`src/hw/rtl/skf_pkg.sv`:
```
// Shared types and constants for the scalar Kalman filter.
package skf_pkg;

	localparam int ADDR_W = 4;

	// Register indexes, taken from paddr[3:2]
	localparam logic [1:0] REG_PROCESS_NOISE     = 2'd0;
	localparam logic [1:0] REG_MEASUREMENT_NOISE = 2'd1;
	localparam logic [1:0] REG_INITIAL_ESTIMATE  = 2'd2;
	localparam logic [1:0] REG_USE_INITIAL       = 2'd3;

	localparam logic OP_UPDATE  = 1'b0;
	localparam logic OP_RESTART = 1'b1;

	typedef enum logic [6:0] {
		ST_IDLE   = 7'b0000001,
		ST_PREP_A = 7'b0000010,
		ST_PREP_B = 7'b0000100,
		ST_DIV    = 7'b0001000,
		ST_GAIN   = 7'b0010000,
		ST_MUL    = 7'b0100000,
		ST_FIN    = 7'b1000000
	} ctrl_state_t;

	typedef struct packed {
		logic load;
		logic restart;
		logic prep_a;
		logic prep_b;
		logic div_step;
		logic div_first;
		logic gain;
		logic mul_step;
		logic mul_last;
		logic commit;
		logic seed;
	} dp_cmd_t;

	typedef struct packed {
		logic seeded;
	} dp_status_t;

endpackage

```
`src/hw/rtl/skf_regs.sv`:
```
// APB configuration registers of the scalar Kalman filter.
module skf_regs (
	input  logic                       clk,
	input  logic                       arst_n,
	input  logic                       psel,
	input  logic                       penable,
	input  logic                       pwrite,
	input  logic [skf_pkg::ADDR_W-1:0] paddr,
	input  logic [31:0]                pwdata,
	output logic [31:0]                prdata,
	output logic                       pready,
	output logic [31:0]                process_noise,
	output logic [31:0]                measurement_noise,
	output logic [31:0]                initial_estimate,
	output logic                       use_initial_estimate
);

	logic [31:0] process_noise_q;
	logic [31:0] measurement_noise_q;
	logic [31:0] initial_estimate_q;
	logic        use_initial_q;
	logic        wr_en;
	logic [1:0]  idx;

	assign pready = 1'b1;
	assign wr_en  = psel & penable & pwrite & pready;
	assign idx    = paddr[3:2];

	always_ff @(posedge clk or negedge arst_n) begin
		if (!arst_n) begin
			process_noise_q     <= 32'd655;
			measurement_noise_q <= 32'd65536;
			initial_estimate_q  <= 32'd0;
			use_initial_q       <= 1'b0;
		end else if (wr_en) begin
			case (idx)
				skf_pkg::REG_PROCESS_NOISE:     process_noise_q     <= pwdata;
				skf_pkg::REG_MEASUREMENT_NOISE: measurement_noise_q <= pwdata;
				skf_pkg::REG_INITIAL_ESTIMATE:  initial_estimate_q  <= pwdata;
				skf_pkg::REG_USE_INITIAL:       use_initial_q       <= pwdata[0];
				default: ;
			endcase
		end
	end

	always_comb begin
		case (idx)
			skf_pkg::REG_PROCESS_NOISE:     prdata = process_noise_q;
			skf_pkg::REG_MEASUREMENT_NOISE: prdata = measurement_noise_q;
			skf_pkg::REG_INITIAL_ESTIMATE:  prdata = initial_estimate_q;
			skf_pkg::REG_USE_INITIAL:       prdata = {31'd0, use_initial_q};
			default:                        prdata = 32'd0;
		endcase
	end

	assign process_noise        = process_noise_q;
	assign measurement_noise    = measurement_noise_q;
	assign initial_estimate     = initial_estimate_q;
	assign use_initial_estimate = use_initial_q;

endmodule

```
`src/hw/rtl/skf_ctrl.sv`:
```
// Sequencing state machine of the scalar Kalman filter.
module skf_ctrl #(
	parameter int FRAC_BITS = 16
) (
	input  logic                clk,
	input  logic                arst_n,
	input  logic                in_valid,
	input  logic                op,
	output logic                in_stall,
	output logic                out_valid,
	input  logic                out_stall,
	input  skf_pkg::dp_status_t status,
	output skf_pkg::dp_cmd_t    cmd
);

	localparam int CW = $clog2(FRAC_BITS + 1);
	localparam logic [CW-1:0] CNT_LAST = CW'(FRAC_BITS);

	skf_pkg::ctrl_state_t state_q, state_d;
	logic [CW-1:0] cnt_q;
	logic          seed_q;
	logic          out_valid_q;
	logic          accept;
	logic          out_free;

	assign in_stall = (state_q != skf_pkg::ST_IDLE);
	assign accept   = in_valid & ~in_stall;
	assign out_free = ~out_valid_q | ~out_stall;

	always_comb begin
		state_d = state_q;
		cmd     = '0;
		case (state_q)
			skf_pkg::ST_IDLE: begin
				if (accept) begin
					if (op == skf_pkg::OP_RESTART) begin
						cmd.restart = 1'b1;
					end else begin
						cmd.load = 1'b1;
						state_d  = status.seeded ? skf_pkg::ST_PREP_A : skf_pkg::ST_FIN;
					end
				end
			end
			skf_pkg::ST_PREP_A: begin
				cmd.prep_a = 1'b1;
				state_d    = skf_pkg::ST_PREP_B;
			end
			skf_pkg::ST_PREP_B: begin
				cmd.prep_b = 1'b1;
				state_d    = skf_pkg::ST_DIV;
			end
			skf_pkg::ST_DIV: begin
				cmd.div_step  = 1'b1;
				cmd.div_first = (cnt_q == '0);
				if (cnt_q == CNT_LAST) state_d = skf_pkg::ST_GAIN;
			end
			skf_pkg::ST_GAIN: begin
				cmd.gain = 1'b1;
				state_d  = skf_pkg::ST_MUL;
			end
			skf_pkg::ST_MUL: begin
				cmd.mul_step = 1'b1;
				cmd.mul_last = (cnt_q == CNT_LAST);
				if (cnt_q == CNT_LAST) state_d = skf_pkg::ST_FIN;
			end
			skf_pkg::ST_FIN: begin
				// hold until the output register is free
				if (out_free) begin
					cmd.commit = 1'b1;
					cmd.seed   = seed_q;
					state_d    = skf_pkg::ST_IDLE;
				end
			end
			default: state_d = skf_pkg::ST_IDLE;
		endcase
	end

	always_ff @(posedge clk or negedge arst_n) begin
		if (!arst_n) begin
			state_q     <= skf_pkg::ST_IDLE;
			cnt_q       <= '0;
			seed_q      <= 1'b0;
			out_valid_q <= 1'b0;
		end else begin
			state_q <= state_d;
			if (cmd.load) seed_q <= ~status.seeded;
			if ((cmd.div_step || cmd.mul_step) && cnt_q != CNT_LAST) begin
				cnt_q <= cnt_q + CW'(1);
			end else begin
				cnt_q <= '0;
			end
			if (cmd.commit) begin
				out_valid_q <= 1'b1;
			end else if (out_valid_q && !out_stall) begin
				out_valid_q <= 1'b0;
			end
		end
	end

	assign out_valid = out_valid_q;

endmodule

```
`src/hw/rtl/skf_datapath.sv`:
```
// Datapath of the scalar Kalman filter: state, restoring divider and shift-add multipliers.
module skf_datapath #(
	parameter int FRAC_BITS  = 16,
	parameter int DATA_WIDTH = 32
) (
	input  logic                clk,
	input  logic                arst_n,
	input  skf_pkg::dp_cmd_t    cmd,
	output skf_pkg::dp_status_t status,
	input  logic [31:0]         process_noise,
	input  logic [31:0]         measurement_noise,
	input  logic [31:0]         initial_estimate,
	input  logic                use_initial_estimate,
	input  logic [31:0]         measurement,
	output logic [31:0]         estimate,
	output logic [31:0]         covariance
);

	localparam int DW = DATA_WIDTH;
	localparam int XW = (DW > 32) ? DW : 32;
	localparam int SW = XW + 1;
	localparam int NW = XW + 1;
	localparam int IW = DW + 1;
	localparam int GW = FRAC_BITS + 1;

	localparam logic [DW-1:0] COV_MAX = {DW{1'b1}};
	localparam logic [DW-1:0] COV_ONE =
		(FRAC_BITS >= DW) ? {DW{1'b1}} : (DW'(1) << FRAC_BITS);
	localparam logic [GW-1:0] G_ONE = {1'b1, {FRAC_BITS{1'b0}}};
	localparam logic signed [DW-1:0] EST_MAX = {1'b0, {(DW-1){1'b1}}};
	localparam logic signed [DW-1:0] EST_MIN = {1'b1, {(DW-1){1'b0}}};
	localparam logic [XW-1:0] OUT_MAX = XW'(32'hFFFF_FFFF);

	// sign-extend a 32-bit value and clamp it to the data range
	function automatic logic signed [DW-1:0] sat_in(input logic [31:0] v);
		logic signed [SW-1:0] w;
		w = SW'($signed(v));
		if (w > SW'(EST_MAX)) return EST_MAX;
		else if (w < SW'(EST_MIN)) return EST_MIN;
		else return DW'(w);
	endfunction

	logic                 seeded_q;
	logic signed [DW-1:0] est_q;
	logic [DW-1:0]        cov_q;
	logic signed [DW-1:0] m_q;
	logic [DW-1:0]        p1_q;
	logic [IW-1:0]        mag_q;
	logic                 neg_q;
	logic [NW-1:0]        den_q;
	logic [NW-1:0]        rem_q;
	logic [GW-1:0]        quo_q;
	logic [GW-1:0]        g_q;
	logic [GW-1:0]        cg_q;
	logic [IW-1:0]        acc_e_q;
	logic [DW-1:0]        acc_c_q;
	logic [31:0]          estimate_q;
	logic [31:0]          covariance_q;

	logic [NW-1:0]        p1_sum;
	logic [DW-1:0]        p1_sat;
	logic signed [IW-1:0] innov;
	logic [IW-1:0]        innov_mag;
	logic [NW-1:0]        den_sum;
	logic [NW:0]          trial;
	logic [NW:0]          diff;
	logic                 ge;
	logic [GW-1:0]        gain_cl;
	logic [IW:0]          sum_e;
	logic [DW:0]          sum_c;
	logic signed [IW-1:0] delta_s;
	logic signed [IW-1:0] est_upd;
	logic signed [DW-1:0] est_next;
	logic [DW-1:0]        cov_next;

	assign p1_sum    = NW'(cov_q) + NW'(process_noise);
	assign p1_sat    = (p1_sum > NW'(COV_MAX)) ? COV_MAX : DW'(p1_sum);
	assign innov     = IW'(m_q) - IW'(est_q);
	assign innov_mag = innov[IW-1] ? IW'(-innov) : IW'(innov);
	assign den_sum   = NW'(p1_q) + NW'(measurement_noise);

	// one restoring step per cycle; the first step compares without a shift
	assign trial = cmd.div_first ? {1'b0, rem_q} : {rem_q, 1'b0};
	assign ge    = (trial >= {1'b0, den_q});
	assign diff  = trial - {1'b0, den_q};

	// a zero denominator leaves all quotient bits set: clamp to 1.0
	assign gain_cl = (quo_q > G_ONE) ? G_ONE : quo_q;

	// shift-add, multiplier LSB first; the top gain bit adds without a shift
	assign sum_e = {1'b0, acc_e_q} + (g_q[0] ? {1'b0, mag_q} : '0);
	assign sum_c = {1'b0, acc_c_q} + (cg_q[0] ? {1'b0, p1_q} : '0);

	assign delta_s = $signed(acc_e_q);
	assign est_upd = neg_q ? (IW'(est_q) - delta_s) : (IW'(est_q) + delta_s);

	always_comb begin
		if (cmd.seed) begin
			est_next = m_q;
			cov_next = COV_ONE;
		end else begin
			est_next = DW'(est_upd);
			cov_next = acc_c_q;
		end
	end

	always_ff @(posedge clk or negedge arst_n) begin
		if (!arst_n) begin
			seeded_q <= 1'b0;
			est_q    <= '0;
			cov_q    <= COV_ONE;
		end else if (cmd.restart) begin
			seeded_q <= use_initial_estimate;
			est_q    <= sat_in(initial_estimate);
			cov_q    <= COV_ONE;
		end else if (cmd.commit) begin
			seeded_q <= 1'b1;
			est_q    <= est_next;
			cov_q    <= cov_next;
		end
	end

	always_ff @(posedge clk) begin
		if (cmd.load) m_q <= sat_in(measurement);
		if (cmd.prep_a) begin
			p1_q  <= p1_sat;
			mag_q <= innov_mag;
			neg_q <= innov[IW-1];
		end
		if (cmd.prep_b) begin
			den_q <= den_sum;
			rem_q <= NW'(p1_q);
			quo_q <= '0;
		end
		if (cmd.div_step) begin
			rem_q <= ge ? diff[NW-1:0] : trial[NW-1:0];
			quo_q <= {quo_q[GW-2:0], ge};
		end
		if (cmd.gain) begin
			g_q     <= gain_cl;
			cg_q    <= G_ONE - gain_cl;
			acc_e_q <= '0;
			acc_c_q <= '0;
		end
		if (cmd.mul_step) begin
			g_q     <= g_q >> 1;
			cg_q    <= cg_q >> 1;
			acc_e_q <= cmd.mul_last ? sum_e[IW-1:0] : sum_e[IW:1];
			acc_c_q <= cmd.mul_last ? sum_c[DW-1:0] : sum_c[DW:1];
		end
		if (cmd.commit) begin
			estimate_q   <= 32'(est_next);
			covariance_q <= (XW'(cov_next) > OUT_MAX) ? 32'hFFFF_FFFF : 32'(cov_next);
		end
	end

	assign status.seeded = seeded_q;
	assign estimate      = estimate_q;
	assign covariance    = covariance_q;

endmodule

```
`src/hw/rtl/scalar_kalman_filter_top.sv`:
```
// Top level of the scalar Kalman filter: registers, controller and datapath.
//
//  channel  | direction | handshake          | payload
//  ---------+-----------+--------------------+------------------------------
//  in       | to block  | in_valid/in_stall  | op, measurement
//  out      | from block| out_valid/out_stall| estimate, covariance
//  config   | to block  | APB psel/penable   | paddr, pwdata, prdata
//
// An update steps through PREP_A, PREP_B, the divider, GAIN, the multiplier and FIN,
// one divider or multiplier bit per cycle; the input frees in the same cycle as the result.
// Seeding: straight to FIN, result and free input together. Restart: no result, input never stalled.
// Reset restores estimate 0, covariance 1.0, not seeded, and the register defaults.
// A finished result waits in the output register under out_stall; the next
// request is taken meanwhile and only its own completion waits for the slot.
module scalar_kalman_filter_top #(
	parameter int FRAC_BITS  = 16,
	parameter int DATA_WIDTH = 32
) (
	input  logic                       clk,
	input  logic                       arst_n,
	input  logic                       psel,
	input  logic                       penable,
	input  logic                       pwrite,
	input  logic [skf_pkg::ADDR_W-1:0] paddr,
	input  logic [31:0]                pwdata,
	output logic [31:0]                prdata,
	output logic                       pready,
	input  logic                       in_valid,
	output logic                       in_stall,
	input  logic                       op,
	input  logic [31:0]                measurement,
	output logic                       out_valid,
	input  logic                       out_stall,
	output logic [31:0]                estimate,
	output logic [31:0]                covariance
);

	logic [31:0]         process_noise;
	logic [31:0]         measurement_noise;
	logic [31:0]         initial_estimate;
	logic                use_initial_estimate;
	skf_pkg::dp_cmd_t    cmd;
	skf_pkg::dp_status_t status;

	skf_regs u_regs (
		.clk                  (clk),
		.arst_n               (arst_n),
		.psel                 (psel),
		.penable              (penable),
		.pwrite               (pwrite),
		.paddr                (paddr),
		.pwdata               (pwdata),
		.prdata               (prdata),
		.pready               (pready),
		.process_noise        (process_noise),
		.measurement_noise    (measurement_noise),
		.initial_estimate     (initial_estimate),
		.use_initial_estimate (use_initial_estimate)
	);

	skf_ctrl #(
		.FRAC_BITS (FRAC_BITS)
	) u_ctrl (
		.clk       (clk),
		.arst_n    (arst_n),
		.in_valid  (in_valid),
		.op        (op),
		.in_stall  (in_stall),
		.out_valid (out_valid),
		.out_stall (out_stall),
		.status    (status),
		.cmd       (cmd)
	);

	skf_datapath #(
		.FRAC_BITS  (FRAC_BITS),
		.DATA_WIDTH (DATA_WIDTH)
	) u_datapath (
		.clk                  (clk),
		.arst_n               (arst_n),
		.cmd                  (cmd),
		.status               (status),
		.process_noise        (process_noise),
		.measurement_noise    (measurement_noise),
		.initial_estimate     (initial_estimate),
		.use_initial_estimate (use_initial_estimate),
		.measurement          (measurement),
		.estimate             (estimate),
		.covariance           (covariance)
	);

endmodule

```
`config.mk`:
```
export PLATFORM = sky130hd
export DESIGN_NAME = scalar_kalman_filter_top
export DESIGN_NICKNAME = d
export VERILOG_FILES = /design/src/hw/rtl/skf_pkg.sv /design/src/hw/rtl/skf_regs.sv /design/src/hw/rtl/skf_ctrl.sv /design/src/hw/rtl/skf_datapath.sv /design/src/hw/rtl/scalar_kalman_filter_top.sv
export SDC_FILE = /design/constraint.sdc
export NUM_CORES = 1
export LEC_CHECK = 0
export BUFFER_PORTS_ARGS = -buffer_cell sky130_fd_sc_hd__buf_4
export CORE_MARGIN = 4
export CORE_UTILIZATION = 43
export CTS_CLUSTER_SIZE = 20
export DETAILED_ROUTE_END_ITERATION = 8
export PLACE_DENSITY_LB_ADDON = 0.1
export SETUP_SLACK_MARGIN = 0.5
export SYNTH_ARGS = -nofsm -noshare
export SYNTH_HDL_FRONTEND = slang
export SYNTH_SLANG_ARGS = --single-unit
```
`constraint.sdc`:
```
create_clock -name clk -period 10.67 [get_ports clk]
set_clock_uncertainty 0.1 [all_clocks]
set_input_delay 1.067 -clock clk [delete_from_list [all_inputs] [get_ports clk]]
set_output_delay 1.067 -clock clk [all_outputs]
set_load 0.02 [all_outputs]
```
==> impl_metrics.py <==
metrics = {
    "run_status": {
        "status": "finished clean",
    },
    "logic_synthesis": {
        "synth-seq-cells": 520,
        "synth_enable_flop_cells": 342,
        "ys_top_cells_by_area": "edfxtp_1 30%, dfrtp_1 12%, ha_1 8.4%",
        "synthArstFlopShare": 0.338,
        "syn_inst": 3493,
        "synth_top_area_share": 0.299,
        "synth_area_per_cell_um2": 9.82,
        "synth.distinct_cells": 89,
        "ys.flop_type": "edfxtp_1",
        "synth_area_um2": 34300,
        "yosysSeqAreaShare": 0.429,
        "synth_area_leader_cell": "edfxtp_1",
        "synth_nets": 3806,
        "yosysWarningCount": 0,
    },
    "clocking": {
        "tritoncts": "built",
        "clk_latency_ns": 0.61,
        "htreeDepth": 3,
        "cts_made_buffers": 66,
        "cts_root_buf": "clkbuf_16",
        "clk_pin_slew_worst_paths_ns": 0.06,
        "clkSinkCount": 520,
        "postCtsSetupBuffers": 0,
        "postCtsHoldBufs": 0,
        "clockBufferDepth": 3,
        "cts_resized": 0,
    },
    "setup_path": {
        "crit_required_ns": 11.01,
        "crit_top_cell": "o21ai_0",
        "crit_chain": "nor3_1 -> nand4b_1 -> nor3_2 -> buf_4 -> nand2_1 -> ha_1 -> fa_1 -> nor2b_1 -> o21ai_0 -> a21boi_0 -> o21ai_0 -> a211oi_1 -> o21ai_0 -> a41oi_1 -> or2_2 -> nand2_1 -> inv_1 -> a21oi_1 -> o221ai_1",
        "cp-end-kind": "register",
        "rr_worst_depth": 19,
        "startpoint_type": "register",
        "crit_slowest_cell": "or2_2",
        "arrival_ns": 6.88,
        "path_class": "reg2reg",
        "reg2reg_from": "u_ctrl.state_q[5]",
        "max_stage_delay_ns": 0.78,
        "startpoint": "u_ctrl.state_q[5]",
        "crit_fanout": 35,
    },
    "grt": {
        "grt_pass1_wl_um": 159000,
        "first_global_vias": 27200,
        "grt_overflow": 0,
        "grt_antenna_before_repair": 2,
        "grt_max_degree": 70,
        "grt_usage": 0.238,
    },
    "finish": {
        "fill_cells": 7267,
        "drive_above_1_share": 0.132,
        "num_antenna_cells": 0,
        "syn_to_final_growth_pct": 13.3,
        "fin_nets": 3918,
        "final_cell_count_no_fill": 4709,
    },
    "placed_design": {
        "pre_cts_ws_ns": 4.06,
        "dp.cells": 4587,
        "post-dp-hpwl_um": 76600,
        "gp_congestion": 0.920,
        "numPortBuffers": 171,
    },
    "detailed_routing": {
        "firstDrtPassIters": 7,
        "met2_length_um": 48400,
        "drt_iter0_drc": 1716,
        "top_layer_used": "met4",
        "wl_per_cell_um": 21.9,
        "wl_met1_um": 46800,
        "wl_um": 103000,
        "postRouteAntennaNets": 0,
        "vias_per_cell": 5.72,
        "vias": 26956,
        "met3_wirelength_um": 5550,
        "route.detailed.drc": 0,
    },
    "min_path": {
        "worst_hold_path_type": "in2async",
    },
    "floorplan": {
        "dieArea_um2": 84300,
        "start_util": 0.434,
        "core_area_um2": 79000,
        "ios": 175,
        "rows": 103,
        "die-height_um": 290,
        "die_w_um": 290,
    },
    "sta": {
        "fmax_mhz": 153,
        "tightest_slew_ns": 1.20,
        "setup-violations-final": 0,
        "rsz0062_at_grt": "no",
        "hold_viol_final": 0,
        "finalCritPeriodShare": 0.614,
        "slew_headroom": 0.195,
        "layout_setup_ws_ns": 4.12,
        "tns_ns": 0,
        "holdWs_ns": 0.283,
        "period_needed_ns": 6.55,
        "slew_viol_final": 0,
    },
    "pwr": {
        "cellPowerDensity_nw_per_um2": 218,
        "leakagePower_nw": 16.2,
        "vdd_drop_max_mv": 0.142,
    },
    "run": {
        "cap_violations": 0,
    },
}
[kinds of logic (layout without fill, tap and decap cells)]
| family | Yosys count | in the layout | synth area share |
|---|---|---|---|
| AND/OR/NAND/NOR | 1010 | 1010 | 0.141 |
| other | 1 | 1 | 0.000109 |
| buffers and inverters | 308 | 474 | 0.0341 |
| flip-flops | 520 | 520 | 0.429 |
| adder cells (fa/ha/maj) | 237 | 237 | 0.0880 |
| XOR/XNOR | 252 | 252 | 0.0644 |
| multiplexers | 189 | 189 | 0.0602 |
| AO/OA/AOI/OAI | 976 | 976 | 0.183 |
[synthesized netlist by cell type (9+ instances only)]
cell       count
mux2_2       129
dfrtp_1      167
o22ai_1       12
o21bai_1      26
a22o_1        34
nand3b_1      12
xor2_1        88
nand4_1       22
nor4_1        14
a31oi_1       39
buf_1         18
o21ai_0      237
a2111oi_0      9
inv_1        152
nor2_1       218
a211oi_1      36
a21oi_1      262
a22oi_1       14
nand3_1       42
dfstp_2        9
and3_1        35
nand2_1      366
edfxtp_1     342
a21o_1       132
or3_1         12
or2_2          9
nor3_1        52
xnor2_1      164
a222oi_1      11
ha_1         230
nand2b_1      47
and2_1       121
nor2b_1       35
o31ai_1       16
o211ai_1      15
o21a_1        42
mux2i_1       59
clkbuf_1     129
[metrics by stage]
step                utilization  power [mW]  instance area [um^2]
floorplan                     -        5.12                 34300
global placement          0.463        6.05                 36600
detailed placement        0.463        6.11                 36600
CTS                       0.492        8.51                 38900
global route              0.492        8.96                 38900
finish                    0.492        8.47                 38900
[registers in the layout, summed over array words and instances (netlist names), 32 cells and up]
register / cells
u_datapath.acc_c_q: 32
u_datapath.acc_e_q: 33
u_datapath.cov_q: 32
u_datapath.covariance: 32
u_datapath.den_q: 33
u_datapath.est_q: 32
u_datapath.estimate: 32
u_datapath.m_q: 32
u_datapath.mag_q: 33
u_datapath.p1_q: 32
u_datapath.rem_q: 33
u_regs.initial_estimate: 32
u_regs.measurement_noise: 32
u_regs.process_noise: 32
[routing by layer]
layer / up-vias / GRT usage
met5: - / 0
met4: 0 / 0.0640
met3: 143 / 0.0347
met2: 786 / 0.396
met1: 13093 / 0.328
li1: 12934 / -
[layout by cell type (no fill, tap or decap), types with 129 or more instances in the layout]
| master | instances |
|---|---|
| nand2_1 | 364 |
| edfxtp_1 | 342 |
| a21oi_1 | 261 |
| o21ai_0 | 237 |
| ha_1 | 230 |
| nor2_1 | 214 |
| buf_4 | 198 |
| dfrtp_1 | 167 |
| xnor2_1 | 164 |
| inv_1 | 151 |
| a21o_1 | 132 |
| mux2_2 | 129 |
[path summary, 6_finish.rpt]
| check | end | slack (ns) |
|---|---|---|
| worst min register to register | u_datapath.g_q[16] | 0.37 |
| max in group asynchronous | u_datapath.status | 8.08 |
| worst max register to register | u_datapath.rem_q[0] | 4.12 |
| min in group clk | u_datapath.g_q[16] | 0.37 |
| worst max-delay path | u_datapath.rem_q[0] | 4.12 |
| worst min-delay path | u_datapath.est_q[6] | 0.28 |
[power breakdown]
part           switching [mW]  internal [mW]  leakage, nW
Combinational            1.96           1.30         9.89
Clock                   0.933           1.42         1.10
Sequential              0.273           2.59         5.16
Total                    3.17           5.30         16.2
[area by class of cell]
type	count	area, um^2	share of cell area
well taps	1050	1310	0.0338
clock inverters	34	415	0.0107
flip-flops and latches	520	14700	0.379
repair buffers	199	1500	0.0386
multi-input cells	2665	18500	0.476
clock buffers	88	1840	0.0473
inverters	153	577	0.0148
[critical path, delay by kind of cell, from the launching register on]
family / cells / cell delay [ns]
buffers and inverters: 2 / 0.68
adder cells (fa/ha/maj): 2 / 0.64
flip-flops: 1 / 0.46
AND/OR/NAND/NOR: 7 / 2.29
AO/OA/AOI/OAI: 8 / 2.17
Note: power is estimated with default switching activity, not from simulation.
